[src/hdl/bmf_pkg.sv]
// Shared types and constants for the 3x3 binary morphology filter.
`default_nettype none
package bmf_pkg;
    localparam int MAX_WIDTH_DEF  = 1024;
    localparam int MAX_HEIGHT_DEF = 4096;
    localparam int CFG_IDX_W      = 3;
    localparam int CFG_DATA_W     = 13;
    localparam int QDEPTH         = 4;

    typedef enum logic [CFG_IDX_W-1:0] {
        REG_MODE   = 3'd0,
        REG_NEIGH  = 3'd1,
        REG_OBJ    = 3'd2,
        REG_WIDTH  = 3'd3,
        REG_HEIGHT = 3'd4
    } t_cfg_idx;

    localparam logic [1:0] MODE_ERODE  = 2'd0;
    localparam logic [1:0] MODE_DILATE = 2'd1;

    localparam logic REQ_PIXEL = 1'b0;
    localparam logic REQ_DRAIN = 1'b1;

    localparam logic [7:0] BG_HIGH = 8'd255;
    localparam logic [7:0] BG_LOW  = 8'd0;

    // Per-request control carried from front to back.
    typedef struct packed {
        logic       emit;
        logic       last;
        logic       top_row;
        logic       left_col;
        logic       obj_bit;
        logic       q_inner;
        logic [1:0] mode;
        logic       nb;
        logic [7:0] obj;
    } t_tok;

    typedef struct packed {
        logic full;
        logic empty;
    } t_q_stat;
endpackage
`default_nettype wire

[src/hdl/bmf_queue.sv]
// Small request queue between the front end and the window engine.
`default_nettype none
module bmf_queue #(
    parameter int DW = 8
) (
    input  wire logic             i_clk,
    input  wire logic             i_rst_n,
    input  wire logic             i_push,
    input  wire logic [DW-1:0]    i_data,
    input  wire logic             i_pop,
    output logic [DW-1:0]         o_data,
    output bmf_pkg::t_q_stat      o_stat
);
    import bmf_pkg::*;

    localparam int PW = $clog2(QDEPTH);
    localparam int NW = $clog2(QDEPTH + 1);

    logic [DW-1:0] r_mem [QDEPTH];
    logic [PW-1:0] r_wp, r_rp;
    logic [NW-1:0] r_cnt;

    assign o_stat.full  = (r_cnt == NW'(QDEPTH));
    assign o_stat.empty = (r_cnt == '0);
    assign o_data       = r_mem[r_rp];

    always_ff @(posedge i_clk) begin
        if (i_push) r_mem[r_wp] <= i_data;
    end

    always_ff @(posedge i_clk) begin
        if (!i_rst_n) begin
            r_wp  <= '0;
            r_rp  <= '0;
            r_cnt <= '0;
        end else begin
            if (i_push) r_wp <= r_wp + PW'(1);
            if (i_pop)  r_rp <= r_rp + PW'(1);
            case ({i_push, i_pop})
                2'b10:   r_cnt <= r_cnt + NW'(1);
                2'b01:   r_cnt <= r_cnt - NW'(1);
                default: r_cnt <= r_cnt;
            endcase
        end
    end
endmodule
`default_nettype wire

[config.mk]
export PLATFORM = sky130hd
export DESIGN_NAME = bmf_queue
export DESIGN_NICKNAME = d
export VERILOG_FILES = /design/src/hdl/bmf_pkg.sv /design/src/hdl/bmf_queue.sv
export SDC_FILE = /design/constraint.sdc
export NUM_CORES = 1
export LEC_CHECK = 0
export BUFFER_PORTS_ARGS = -buffer_cell sky130_fd_sc_hd__buf_4
export CORE_MARGIN = 8
export CORE_UTILIZATION = 30
export CTS_BUF_LIST = sky130_fd_sc_hd__clkbuf_8
export DETAILED_ROUTE_END_ITERATION = 7
export PLACE_DENSITY = 0.6
export REMOVE_ABC_BUFFERS = 1
export SETUP_SLACK_MARGIN = 0.15
export SYNTH_ARGS = -nofsm -noshare
export SYNTH_HDL_FRONTEND = slang
export SYNTH_SLANG_ARGS = --single-unit
[constraint.sdc]
create_clock -name i_clk -period 1.4 [get_ports i_clk]
set_input_delay 0.07 -clock i_clk [delete_from_list [all_inputs] [get_ports i_clk]]
set_output_delay 0.07 -clock i_clk [all_outputs]
set_load 0.02 [all_outputs]
==> metrics.txt <==
Synth top cells by count edfxtp_1 (32), and2_1 (10), dfxtp_1 (9); WP buf/inv 2; Slew headroom between 80% and 90%; Reg2Reg Depth 5; die area 0.007958 mm2; violated checks setup timing; vias in the first global route slightly below 1000; R2R Path End r_cnt[2]; R2R Setup Slk -0.01 ns; Yosys top cell area share about three fifths; initial core utilization 31.28%; total global routing overflow 0; leakage a little over 0.8 nW; Mapped Area 0.001608 mm2; crit path capture type output port; drt first pass iters 4; post-synthesis sequential area ratio around 71%; Mapped Cells 88; Final setup viols 9; power per cell area roughly 1200 mW/mm2; average wire per standard cell approximately 15 um; IO Port Bufs 21; number of synthesized flops with an enable pin 32; antenna-violating nets left 0; Hold Vio Cnt, Final 0; dpl cell area around 0.0020 mm2; Setup crit end o_data[4]; Crit path max-delay family multiplexers; max frequency roughly 660 MHz; leading area contributor after synthesis edfxtp_1; H-tree depth 2; I/O Pins 22; Worst path slowest cell mux4_2; DRC viols 0; CP arrival ~1.4 ns; synth warn 0; Die H ~89 um; status finished with violations; Cell variety after synth 19; Die Span X a little under 90 um; Iter 0 DRT Violations 57; final critical-path share of the clock period 108.0%; Placed Instances roughly 190; Vias/cell 4.415; CTS tree yes; worst vdd ir roughly 0.00045 V; latest clock arrival within the worst-skew pair around 0.29 ns; Root Driver clkbuf_8; DR vias roughly 900; Crit Path Class flip-flop to output port; RSZ-0062 raised after global routing yes; max_cap viols 0; ant diodes 0; Post-Layout Cell Count a little over 200; post-detail-place hpwl about 2.1 mm; Critical R2R Launch r_cnt[1]; Avg Inst Size Synth 18.27 um2; CP Depth 3; CTS sink cnt 41; core area 0.005140 mm2; drt total wl 3.006 mm; crit path max fanout 8; Async SR Flop Fraction 0%; post-route minimum period 1.513 ns; first-pass GRT wire length roughly 4.7 mm; delay of the slowest critical-path stage approximately 0.52 ns; share of cells above drive strength 1 a little over two fifths; Area Growth Syn to Fin 38.13%; Main synth FF type edfxtp_1; crit start category flip-flop; total CTS buffers 5; Net count, final between 150 and 200; most common cell in the netlist edfxtp_1; antenna violations before repair 0; Final Cell Area 0.002221 mm2; Rows 26; Final Slew Violations 0; cell-by-cell trace of the critical path buf_12 -> mux4_2 -> buf_6; GR Util All Layers under 10%; Clock Path Buffers 2; synthesized flop and latch total 41; Clock Pin Slew Worst Setup and Hold Paths approximately 0.08 ns; GPL Wtd Cong around 0.67; Setup Skew 0.006182 ns; largest net degree at the start of global routing 14; Hold Path Class input pin to flip-flop; Hold Startpoint i_rst_n; Worst Tran Pin Value approximately 0.20 ns; final worst setup slack -0.1126 ns; worst endpoint required time 1.33 ns; synth top area cells edfxtp_1 (60%), dfxtp_1 (11%), mux4_2 (11%), and2_1 (3.9%), ha_1 (3.9%)
## repair_timing
item | 4_1_cts | 5_1_grt
hold buffers | 8 | 0
endpoints found under the setup margin | 26 | 27
buffers inserted | 0 | 1
gates resized for setup | 14 | 8
hold endpoints to repair | 32 | 0
pin swaps | 3 | 2
## power breakdown
group	switching (mW)	internal [mW]	leakage [nW]
Clock	0.406	0.344	0.0439
Sequential	0.0306	1.39	0.370
Combinational	0.242	0.301	0.403
Total	0.679	2.03	0.817
## sequential cells by signal (all words and copies together), names as in the netlist, named ones only
register,count
r_cnt,3
r_rp,2
r_wp,2
r_mem,32
## cells by family (layout without fill, tap and decap cells)
logic type,after synthesis,count (layout),share of synthesized area (%)
compound gates,3,3,1.090
xor+xnor,5,5,2.724
fa+ha+maj,6,6,5.136
buf+inv,8,55,2.412
flops,41,41,70.97
mux,9,9,11.83
simple gates,16,16,5.837
## through the flow
step | TNS, ns | power [mW] | util, % | hold WS (ns) | worst slack [ns]
after floorplan | -0.06193 | 1.668 | - | 0.1689 | -0.06193
after global placement | -0.03119 | 1.877 | 38.56 | 0.2719 | -0.03119
after detailed placement | -0.1279 | 1.902 | 38.56 | 0.2724 | -0.1279
after CTS | -0.9996 | 2.704 | 42.53 | 0.03328 | -0.1364
after global routing | -1.225 | 2.832 | 43.21 | 0.04454 | -0.1572
final | -0.8226 | 2.712 | 43.21 | 0.03807 | -0.1126
## worst reg2reg max path, cell delays in order, from the launching register on
cell and delay (ns):
dfxtp_2 0.35, inv_2 0.05, fa_2 0.36, xor2_1 0.15, or3_1 0.32, a21boi_1 0.12
## cell type report
type                       instances  area, um2
clock buffer                       5      68.82
clock inverter                     3      17.52
fill                             490       2919
inverter                           6      22.52
multi-input combinational         39      445.4
sequential                        41       1147
tap                               70      87.58
timing repair buffer              41      431.7
## placed cells by master, fill, tap and decap left out
cell	synthesis	routed
edfxtp_1	32	32
a21boi_1	1	1
clkinv_2	0	2
dfxtp_1	9	4
mux4_2	8	8
buf_4	0	17
ha_1	5	5
nor3_4	0	1
inv_2	0	1
dlygate4sd3_1	0	8
mux2i_1	1	1
nor2b_1	1	1
xor2_1	3	3
buf_12	0	5
clkinvlp_4	0	1
clkbuf_8	0	5
nand2_1	2	2
dfxtp_2	0	5
o21ai_2	0	1
and2_1	10	10
buf_6	1	11
inv_1	6	5
xnor2_1	2	2
o21ai_0	2	1
or3_1	1	1
fa_2	0	1
and3_1	1	1
## how the worst min path moves through the flow
stage	cells past startpoint	endpoint	slack [ns]
6_report	2	r_wp[0]	0.04
2_1_floorplan	0	r_mem[0][0]	0.17
3_3_place_gp	1	r_mem[1][4]	0.27
3_5_place_dp	1	r_mem[1][4]	0.27
4_1_cts	2	r_wp[0]	0.03
5_1_grt	2	r_wp[0]	0.04
## metal layers
layer  wire, um  global-route usage (%)
met5          0                       0
met4         45                   3.172
met3        245                   3.309
met2       1551                   14.07
met1       1165                   8.501
(Power assumes the default switching activity.)
