`src/hdl/bmf_pkg.sv`:
```
// Shared types and constants for the 3x3 binary morphology filter.
`default_nettype none
package bmf_pkg;
    localparam int MAX_WIDTH_DEF  = 1024;
    localparam int MAX_HEIGHT_DEF = 4096;
    localparam int CFG_IDX_W      = 3;
    localparam int CFG_DATA_W     = 13;
    localparam int QDEPTH         = 4;

    typedef enum logic [CFG_IDX_W-1:0] {
        REG_MODE   = 3'd0,
        REG_NEIGH  = 3'd1,
        REG_OBJ    = 3'd2,
        REG_WIDTH  = 3'd3,
        REG_HEIGHT = 3'd4
    } t_cfg_idx;

    localparam logic [1:0] MODE_ERODE  = 2'd0;
    localparam logic [1:0] MODE_DILATE = 2'd1;

    localparam logic REQ_PIXEL = 1'b0;
    localparam logic REQ_DRAIN = 1'b1;

    localparam logic [7:0] BG_HIGH = 8'd255;
    localparam logic [7:0] BG_LOW  = 8'd0;

    // Per-request control carried from front to back.
    typedef struct packed {
        logic       emit;
        logic       last;
        logic       top_row;
        logic       left_col;
        logic       obj_bit;
        logic       q_inner;
        logic [1:0] mode;
        logic       nb;
        logic [7:0] obj;
    } t_tok;

    typedef struct packed {
        logic full;
        logic empty;
    } t_q_stat;
endpackage
`default_nettype wire

```
`src/hdl/bmf_front.sv`:
```
// Front end: config registers, frame counters, request classification.
`default_nettype none
module bmf_front #(
    parameter int MAX_WIDTH  = bmf_pkg::MAX_WIDTH_DEF,
    parameter int MAX_HEIGHT = bmf_pkg::MAX_HEIGHT_DEF
) (
    input  wire logic                            i_clk,
    input  wire logic                            i_rst_n,
    input  wire logic                            i_cfg_we,
    input  wire logic [bmf_pkg::CFG_IDX_W-1:0]   i_cfg_idx,
    input  wire logic [bmf_pkg::CFG_DATA_W-1:0]  i_cfg_data,
    input  wire logic                            i_valid,
    output logic                                 o_ready,
    input  wire logic                            i_req_type,
    input  wire logic [7:0]                      i_pixel_in,
    input  wire bmf_pkg::t_q_stat                i_q_stat,
    output logic                                 o_push,
    output bmf_pkg::t_tok                        o_tok,
    output logic [$clog2(MAX_WIDTH)-1:0]         o_col,
    output logic                                 o_frame_ended
);
    import bmf_pkg::*;

    localparam int WW = $clog2(MAX_WIDTH + 1);
    localparam int HW = $clog2(MAX_HEIGHT + 1);
    localparam int CW = $clog2(MAX_WIDTH);
    localparam int RW = HW + 1;
    localparam int LW = $clog2(2 * MAX_WIDTH + 3);

    logic [1:0]    r_mode, r_act_mode;
    logic          r_nb, r_act_nb;
    logic [7:0]    r_obj, r_act_obj;
    logic [10:0]   r_fw;
    logic [12:0]   r_fh;
    logic [WW-1:0] r_act_w;
    logic [HW-1:0] r_act_h;
    logic [CW-1:0] r_in_col, n_in_col, r_out_col, n_out_col;
    logic [RW-1:0] r_in_row, n_in_row;
    logic [HW-1:0] r_out_row, n_out_row;
    logic [LW-1:0] r_lag, n_lag;
    logic          r_ended, n_ended;

    logic          accept, first, is_pix, is_drn, use_new, emit, last;
    logic [WW-1:0] clamp_w, w_cur;
    logic [HW-1:0] clamp_h, h_cur;
    logic [1:0]    mode_cur;
    logic          nb_cur;
    logic [7:0]    obj_cur;

    always_ff @(posedge i_clk) begin
        if (!i_rst_n) begin
            r_mode <= MODE_ERODE;
            r_nb   <= 1'b0;
            r_obj  <= 8'd0;
            r_fw   <= 11'd1024;
            r_fh   <= 13'd1024;
        end else if (i_cfg_we) begin
            case (i_cfg_idx)
                REG_MODE:   r_mode <= i_cfg_data[1:0];
                REG_NEIGH:  r_nb   <= i_cfg_data[0];
                REG_OBJ:    r_obj  <= i_cfg_data[7:0];
                REG_WIDTH:  r_fw   <= i_cfg_data[10:0];
                REG_HEIGHT: r_fh   <= i_cfg_data[12:0];
                default: ;
            endcase
        end
    end

    always_comb begin
        if (r_fw == 11'd0)                    clamp_w = WW'(1);
        else if (32'(r_fw) > 32'(MAX_WIDTH))  clamp_w = WW'(MAX_WIDTH);
        else                                  clamp_w = WW'(r_fw);
        if (r_fh == 13'd0)                    clamp_h = HW'(1);
        else if (32'(r_fh) > 32'(MAX_HEIGHT)) clamp_h = HW'(MAX_HEIGHT);
        else                                  clamp_h = HW'(r_fh);
    end

    assign o_ready       = !i_q_stat.full;
    assign accept        = i_valid && o_ready;
    assign o_frame_ended = r_ended;
    assign first   = (r_in_row == '0) && (r_in_col == '0) && !r_ended;
    assign is_pix  = (i_req_type == REQ_PIXEL) && !r_ended;
    assign is_drn  = (i_req_type == REQ_DRAIN) && r_ended;
    assign use_new = is_pix && first;
    assign w_cur    = use_new ? clamp_w : r_act_w;
    assign h_cur    = use_new ? clamp_h : r_act_h;
    assign mode_cur = use_new ? r_mode  : r_act_mode;
    assign nb_cur   = use_new ? r_nb    : r_act_nb;
    assign obj_cur  = use_new ? r_obj   : r_act_obj;
    assign emit = is_drn || (is_pix && !first && r_lag == '0);
    assign last = emit && (32'(r_out_row) + 32'd1 == 32'(h_cur))
                       && (32'(r_out_col) + 32'd1 == 32'(w_cur));
    assign o_push = accept && (is_pix || is_drn);

    always_comb begin
        o_tok.emit     = emit;
        o_tok.last     = last;
        o_tok.top_row  = (r_out_row == '0);
        o_tok.left_col = (r_out_col == '0);
        o_tok.obj_bit  = is_pix && (i_pixel_in == obj_cur);
        // eroded position trails by one row and one column
        o_tok.q_inner  = (32'(r_in_row) >= 32'd2) && (32'(r_in_col) >= 32'd2)
                         && (32'(r_in_row) < 32'(h_cur));
        o_tok.mode     = mode_cur;
        o_tok.nb       = nb_cur;
        o_tok.obj      = obj_cur;
        o_col          = r_in_col;
    end

    always_comb begin
        n_in_col  = r_in_col;
        n_in_row  = r_in_row;
        n_out_col = r_out_col;
        n_out_row = r_out_row;
        n_lag     = r_lag;
        n_ended   = r_ended;
        if (o_push) begin
            if (32'(r_in_col) + 32'd1 >= 32'(w_cur)) begin
                n_in_col = '0;
                n_in_row = r_in_row + RW'(1);
                if (is_pix && (32'(r_in_row) + 32'd1 >= 32'(h_cur))) n_ended = 1'b1;
            end else begin
                n_in_col = r_in_col + CW'(1);
            end
            if (use_new) begin
                n_lag = LW'(32'd2 * 32'(clamp_w) + 32'd1);
            end else if (is_pix && r_lag != '0) begin
                n_lag = r_lag - LW'(1);
            end
            if (emit) begin
                if (32'(r_out_col) + 32'd1 >= 32'(w_cur)) begin
                    n_out_col = '0;
                    n_out_row = r_out_row + HW'(1);
                end else begin
                    n_out_col = r_out_col + CW'(1);
                end
            end
            if (last) begin
                n_in_col  = '0;
                n_in_row  = '0;
                n_out_col = '0;
                n_out_row = '0;
                n_ended   = 1'b0;
            end
        end
    end

    always_ff @(posedge i_clk) begin
        if (!i_rst_n) begin
            r_act_mode <= MODE_ERODE;
            r_act_nb   <= 1'b0;
            r_act_obj  <= 8'd0;
            r_act_w    <= WW'((MAX_WIDTH < 1024) ? MAX_WIDTH : 1024);
            r_act_h    <= HW'((MAX_HEIGHT < 1024) ? MAX_HEIGHT : 1024);
            r_in_col   <= '0;
            r_in_row   <= '0;
            r_out_col  <= '0;
            r_out_row  <= '0;
            r_lag      <= '0;
            r_ended    <= 1'b0;
        end else begin
            if (o_push && use_new) begin
                r_act_mode <= r_mode;
                r_act_nb   <= r_nb;
                r_act_obj  <= r_obj;
                r_act_w    <= clamp_w;
                r_act_h    <= clamp_h;
            end
            r_in_col  <= n_in_col;
            r_in_row  <= n_in_row;
            r_out_col <= n_out_col;
            r_out_row <= n_out_row;
            r_lag     <= n_lag;
            r_ended   <= n_ended;
        end
    end
endmodule
`default_nettype wire

```
`config.mk`:
```
export PLATFORM = sky130hd
export DESIGN_NAME = bmf_front
export DESIGN_NICKNAME = d
export VERILOG_FILES = /design/src/hdl/bmf_pkg.sv /design/src/hdl/bmf_front.sv
export SDC_FILE = /design/constraint.sdc
export NUM_CORES = 1
export LEC_CHECK = 0
export BUFFER_PORTS_ARGS = -buffer_cell sky130_fd_sc_hd__buf_2
export CORE_MARGIN = 2
export CORE_UTILIZATION = 65
export DETAILED_ROUTE_END_ITERATION = 7
export PLACE_DENSITY = 0.85
export REMOVE_ABC_BUFFERS = 1
export SYNTH_ARGS = -nofsm -noshare
export SYNTH_HDL_FRONTEND = slang
export SYNTH_SLANG_ARGS = --single-unit
```
`constraint.sdc`:
```
create_clock -name i_clk -period 10.7 [get_ports i_clk]
set_clock_uncertainty 0.05 [all_clocks]
set_input_delay 0.535 -clock i_clk [delete_from_list [all_inputs] [get_ports i_clk]]
set_output_delay 0.535 -clock i_clk [all_outputs]
set_load 0.01 [all_outputs]
```
==> run summary <==
Cell area after synthesis - 8540 µm²
Root buffer cell - clkbuf_16
Design Area, Final - 9470 µm²
Status - finished clean
Vias/cell - 6.26
DP Wirelength - 15,200 µm
Routed wire length - 22,200 µm
Power Dens Cells - 132 nW/µm²
GRT overflow - 0
Routability cong. - 0.905
Critical Path End - o_tok[15]
Max capacitance violation total - 0
DRT Pass-1 Iters - 5
Synth warn - 0
Die area - 14,100 µm²
Crit path kind - reg -> out
Worst rel slew slack - 0.171
Initial antenna violation count - 0
Final Critical Period - 5.23 ns
Asr flop ratio synth - 0
H-Tree Depth - 4
Worst R2R Start - o_frame_ended$_SDFFE_PN0P_
Crit path max fanout - 16
Total DRC errors in the routed layout - 0
CTS buffer count - 17
Setup Fix Bufs, Post-CTS - 0
Placed instance area - 8830 µm²
Peak supply drop - 0.131 mV
Starting DRT DRC Count - 690
Hold Path Depth - 3
Count of cell types in the netlist - 70
Number of routed nets with antenna violations - 0
# IOs - 61
Yosys reg bits - 130
Fin util - 0.744
Die height - 119 µm
Endpoint class of the critical path - primary output
Final nets - 1,165
Total number of vias - 7,873
CP required - 10.12 ns
TritonCTS clock tree - built
Worst setup path start - r_in_row[10]$_SDFFE_PN0P_
Post-synth top flop - dfxtp_1
Leakage - 3.75 nW
DR WL/cell - 17.6 µm
CTS Hold Bufs - 0
Ant diodes - 0
Post-synth EDFFs - 0
Final slew viol count - 0
Cell taking the most area after synthesis - dfxtp_1
Setup-failing EPs final - 0
Worst hold path type - in -> reg
Post-Synthesis Cells - 1,049
Reg-to-Reg End - r_out_row[2]$_SDFFE_PN0P_
Die Wd - 119 µm
Fillers - 1,044
R2R cell count - 16
Worst path arrival time - 4.65 ns
I/O Buffers - 59
Share of cells above drive strength 1 - 0.117
Most area-consuming cells after synthesis - dfxtp_1 30%, ha_1 8.9%, nand2_1 6.3%
Commonest cells after routing, fill and taps aside - 143 x nand2_1, 130 x dfxtp_1, 61 x ha_1, 59 x buf_2
Commonest non-fill, non-tap cell in the layout - nand2_1
Layout area overhead - 10.9%
Final hold violation count - 0
Core ar. - 12,700 µm²
FMAX - 191 MHz
Largest net degree at the start of global routing - 86
First-pass GRT wire length - 36,800 µm
Unrepaired setup endpoints after global routing - no
Clock Path Buffers - 2
Initial Util - 0.672
Register area share after synthesis - 0.305
Critical Path Start Type - register
Clk_lat worst skew - 0.42 ns
TritonCTS Sinks - 130
Post-synth top area share - 0.305
Cell row count - 41
PostCTS Resize Cnt - 0
Clock-pin slew on the worst setup and hold paths - 0.05 ns
Number of global-route vias before repair - 7,610
Slew @ Worst Pin - 1.24 ns
R2r setup slk - 5.51 ns
Syn Area/Cell - 8.14 µm²
Tot GR Track Use - 0.320
Period utilization - 0.489
Setup tns final - 0 ns
-- worst min path at each step --
stage / startpoint / end
after CTS: i_cfg_data[10] / r_fh[10]$_SDFFE_PN1P_
after global placement: r_act_h[10]$_SDFFE_PN1P_ / r_act_h[10]$_SDFFE_PN1P_
after detailed placement: r_act_h[10]$_SDFFE_PN1P_ / r_act_h[10]$_SDFFE_PN1P_
final: i_cfg_data[10] / r_fh[10]$_SDFFE_PN1P_
after floorplan: r_act_h[10]$_SDFFE_PN1P_ / r_act_h[10]$_SDFFE_PN1P_
after global routing: i_cfg_data[10] / r_fh[10]$_SDFFE_PN1P_
-- logic make-up after synthesis --
group	synth area share
and+or+nand+nor	0.289
AOI/OAI and AO/OA	0.187
DFF	0.305
buffers and inverters	0.0457
xor gates and xnor gates	0.0656
adders and majority gates	0.0905
muxes	0.0177
-- synthesized netlist by cell type (19+ instances only) --
| cell | count |
|---|---|
| inv_1 | 25 |
| nor2b_1 | 56 |
| xor2_1 | 23 |
| o21ai_0 | 25 |
| xnor2_1 | 41 |
| nand4_1 | 31 |
| nand2_1 | 143 |
| a21oi_1 | 43 |
| nand3_1 | 56 |
| nor4_1 | 19 |
| a21boi_0 | 29 |
| clkbuf_1 | 44 |
| nor2_1 | 46 |
| a22oi_1 | 42 |
| and3_1 | 24 |
| ha_1 | 61 |
| dfxtp_1 | 130 |
-- critical path: stages, from the launching register on --
cell	delay [ns]
dfxtp_1	0.40
nor4_2	0.41
and3_1	0.60
nand3_1	0.22
a21oi_1	0.58
a22oi_1	0.31
ha_1	0.41
nand2_1	0.09
nor4_1	0.28
and3_1	0.21
and3_1	0.19
nand4_4	0.22
inv_2	0.17
buf_2	0.14
-- through the flow --
step | setup slack (ns) | hold WS (ns) | power (mW) | instances
final | 5.47 | 0.302 | 1.25 | 1258
after global routing | 5.09 | 0.314 | 1.28 | 1258
after global placement | 5.44 | 0.407 | 0.613 | 1226
after floorplan | 5.49 | 0.394 | 0.573 | 988
after CTS | 5.54 | 0.301 | 1.25 | 1258
after detailed placement | 5.35 | 0.410 | 0.615 | 1226
-- layout make-up --
class                           instances  area (µm²)  area share
Timing Repair Buffer                   66         348      0.0367
Clock buffer                           21         470      0.0497
Clock inverter                         11         174      0.0184
Tap cell                              172         215      0.0227
Inverter                               27         101      0.0107
Multi-Input combinational cell        831        5560       0.587
Sequential cell                       130        2600       0.275
-- sequential cells by signal, summed over array words and instances (netlist names) --
register / cells
r_act_obj: 8
r_fh: 13
r_act_nb: 1
r_out_col: 10
r_act_w: 11
r_obj: 8
r_fw: 11
r_act_h: 13
r_mode: 2
r_nb: 1
r_lag: 12
r_act_mode: 2
o_col: 10
r_out_row: 13
r_in_row: 14
o_frame_ended: 1
-- routing by layer --
metal | up-vias | GRT usage | routed length, µm
li1 | 3825 | - | -
met1 | 3725 | 0.410 | 9610
met2 | 274 | 0.524 | 10500
met3 | 49 | 0.0695 | 1500
met4 | 0 | 0.126 | 610
met5 | - | 0 | 0
-- power breakdown --
| part | leakage (nW) | internal (mW) | switching [mW] |
|---|---|---|---|
| clock | 0.318 | 0.411 | 0.229 |
| sequential | 1.05 | 0.489 | 0.00614 |
| combinational | 2.38 | 0.0381 | 0.0734 |
Note: power is estimated with default switching activity, not from simulation.
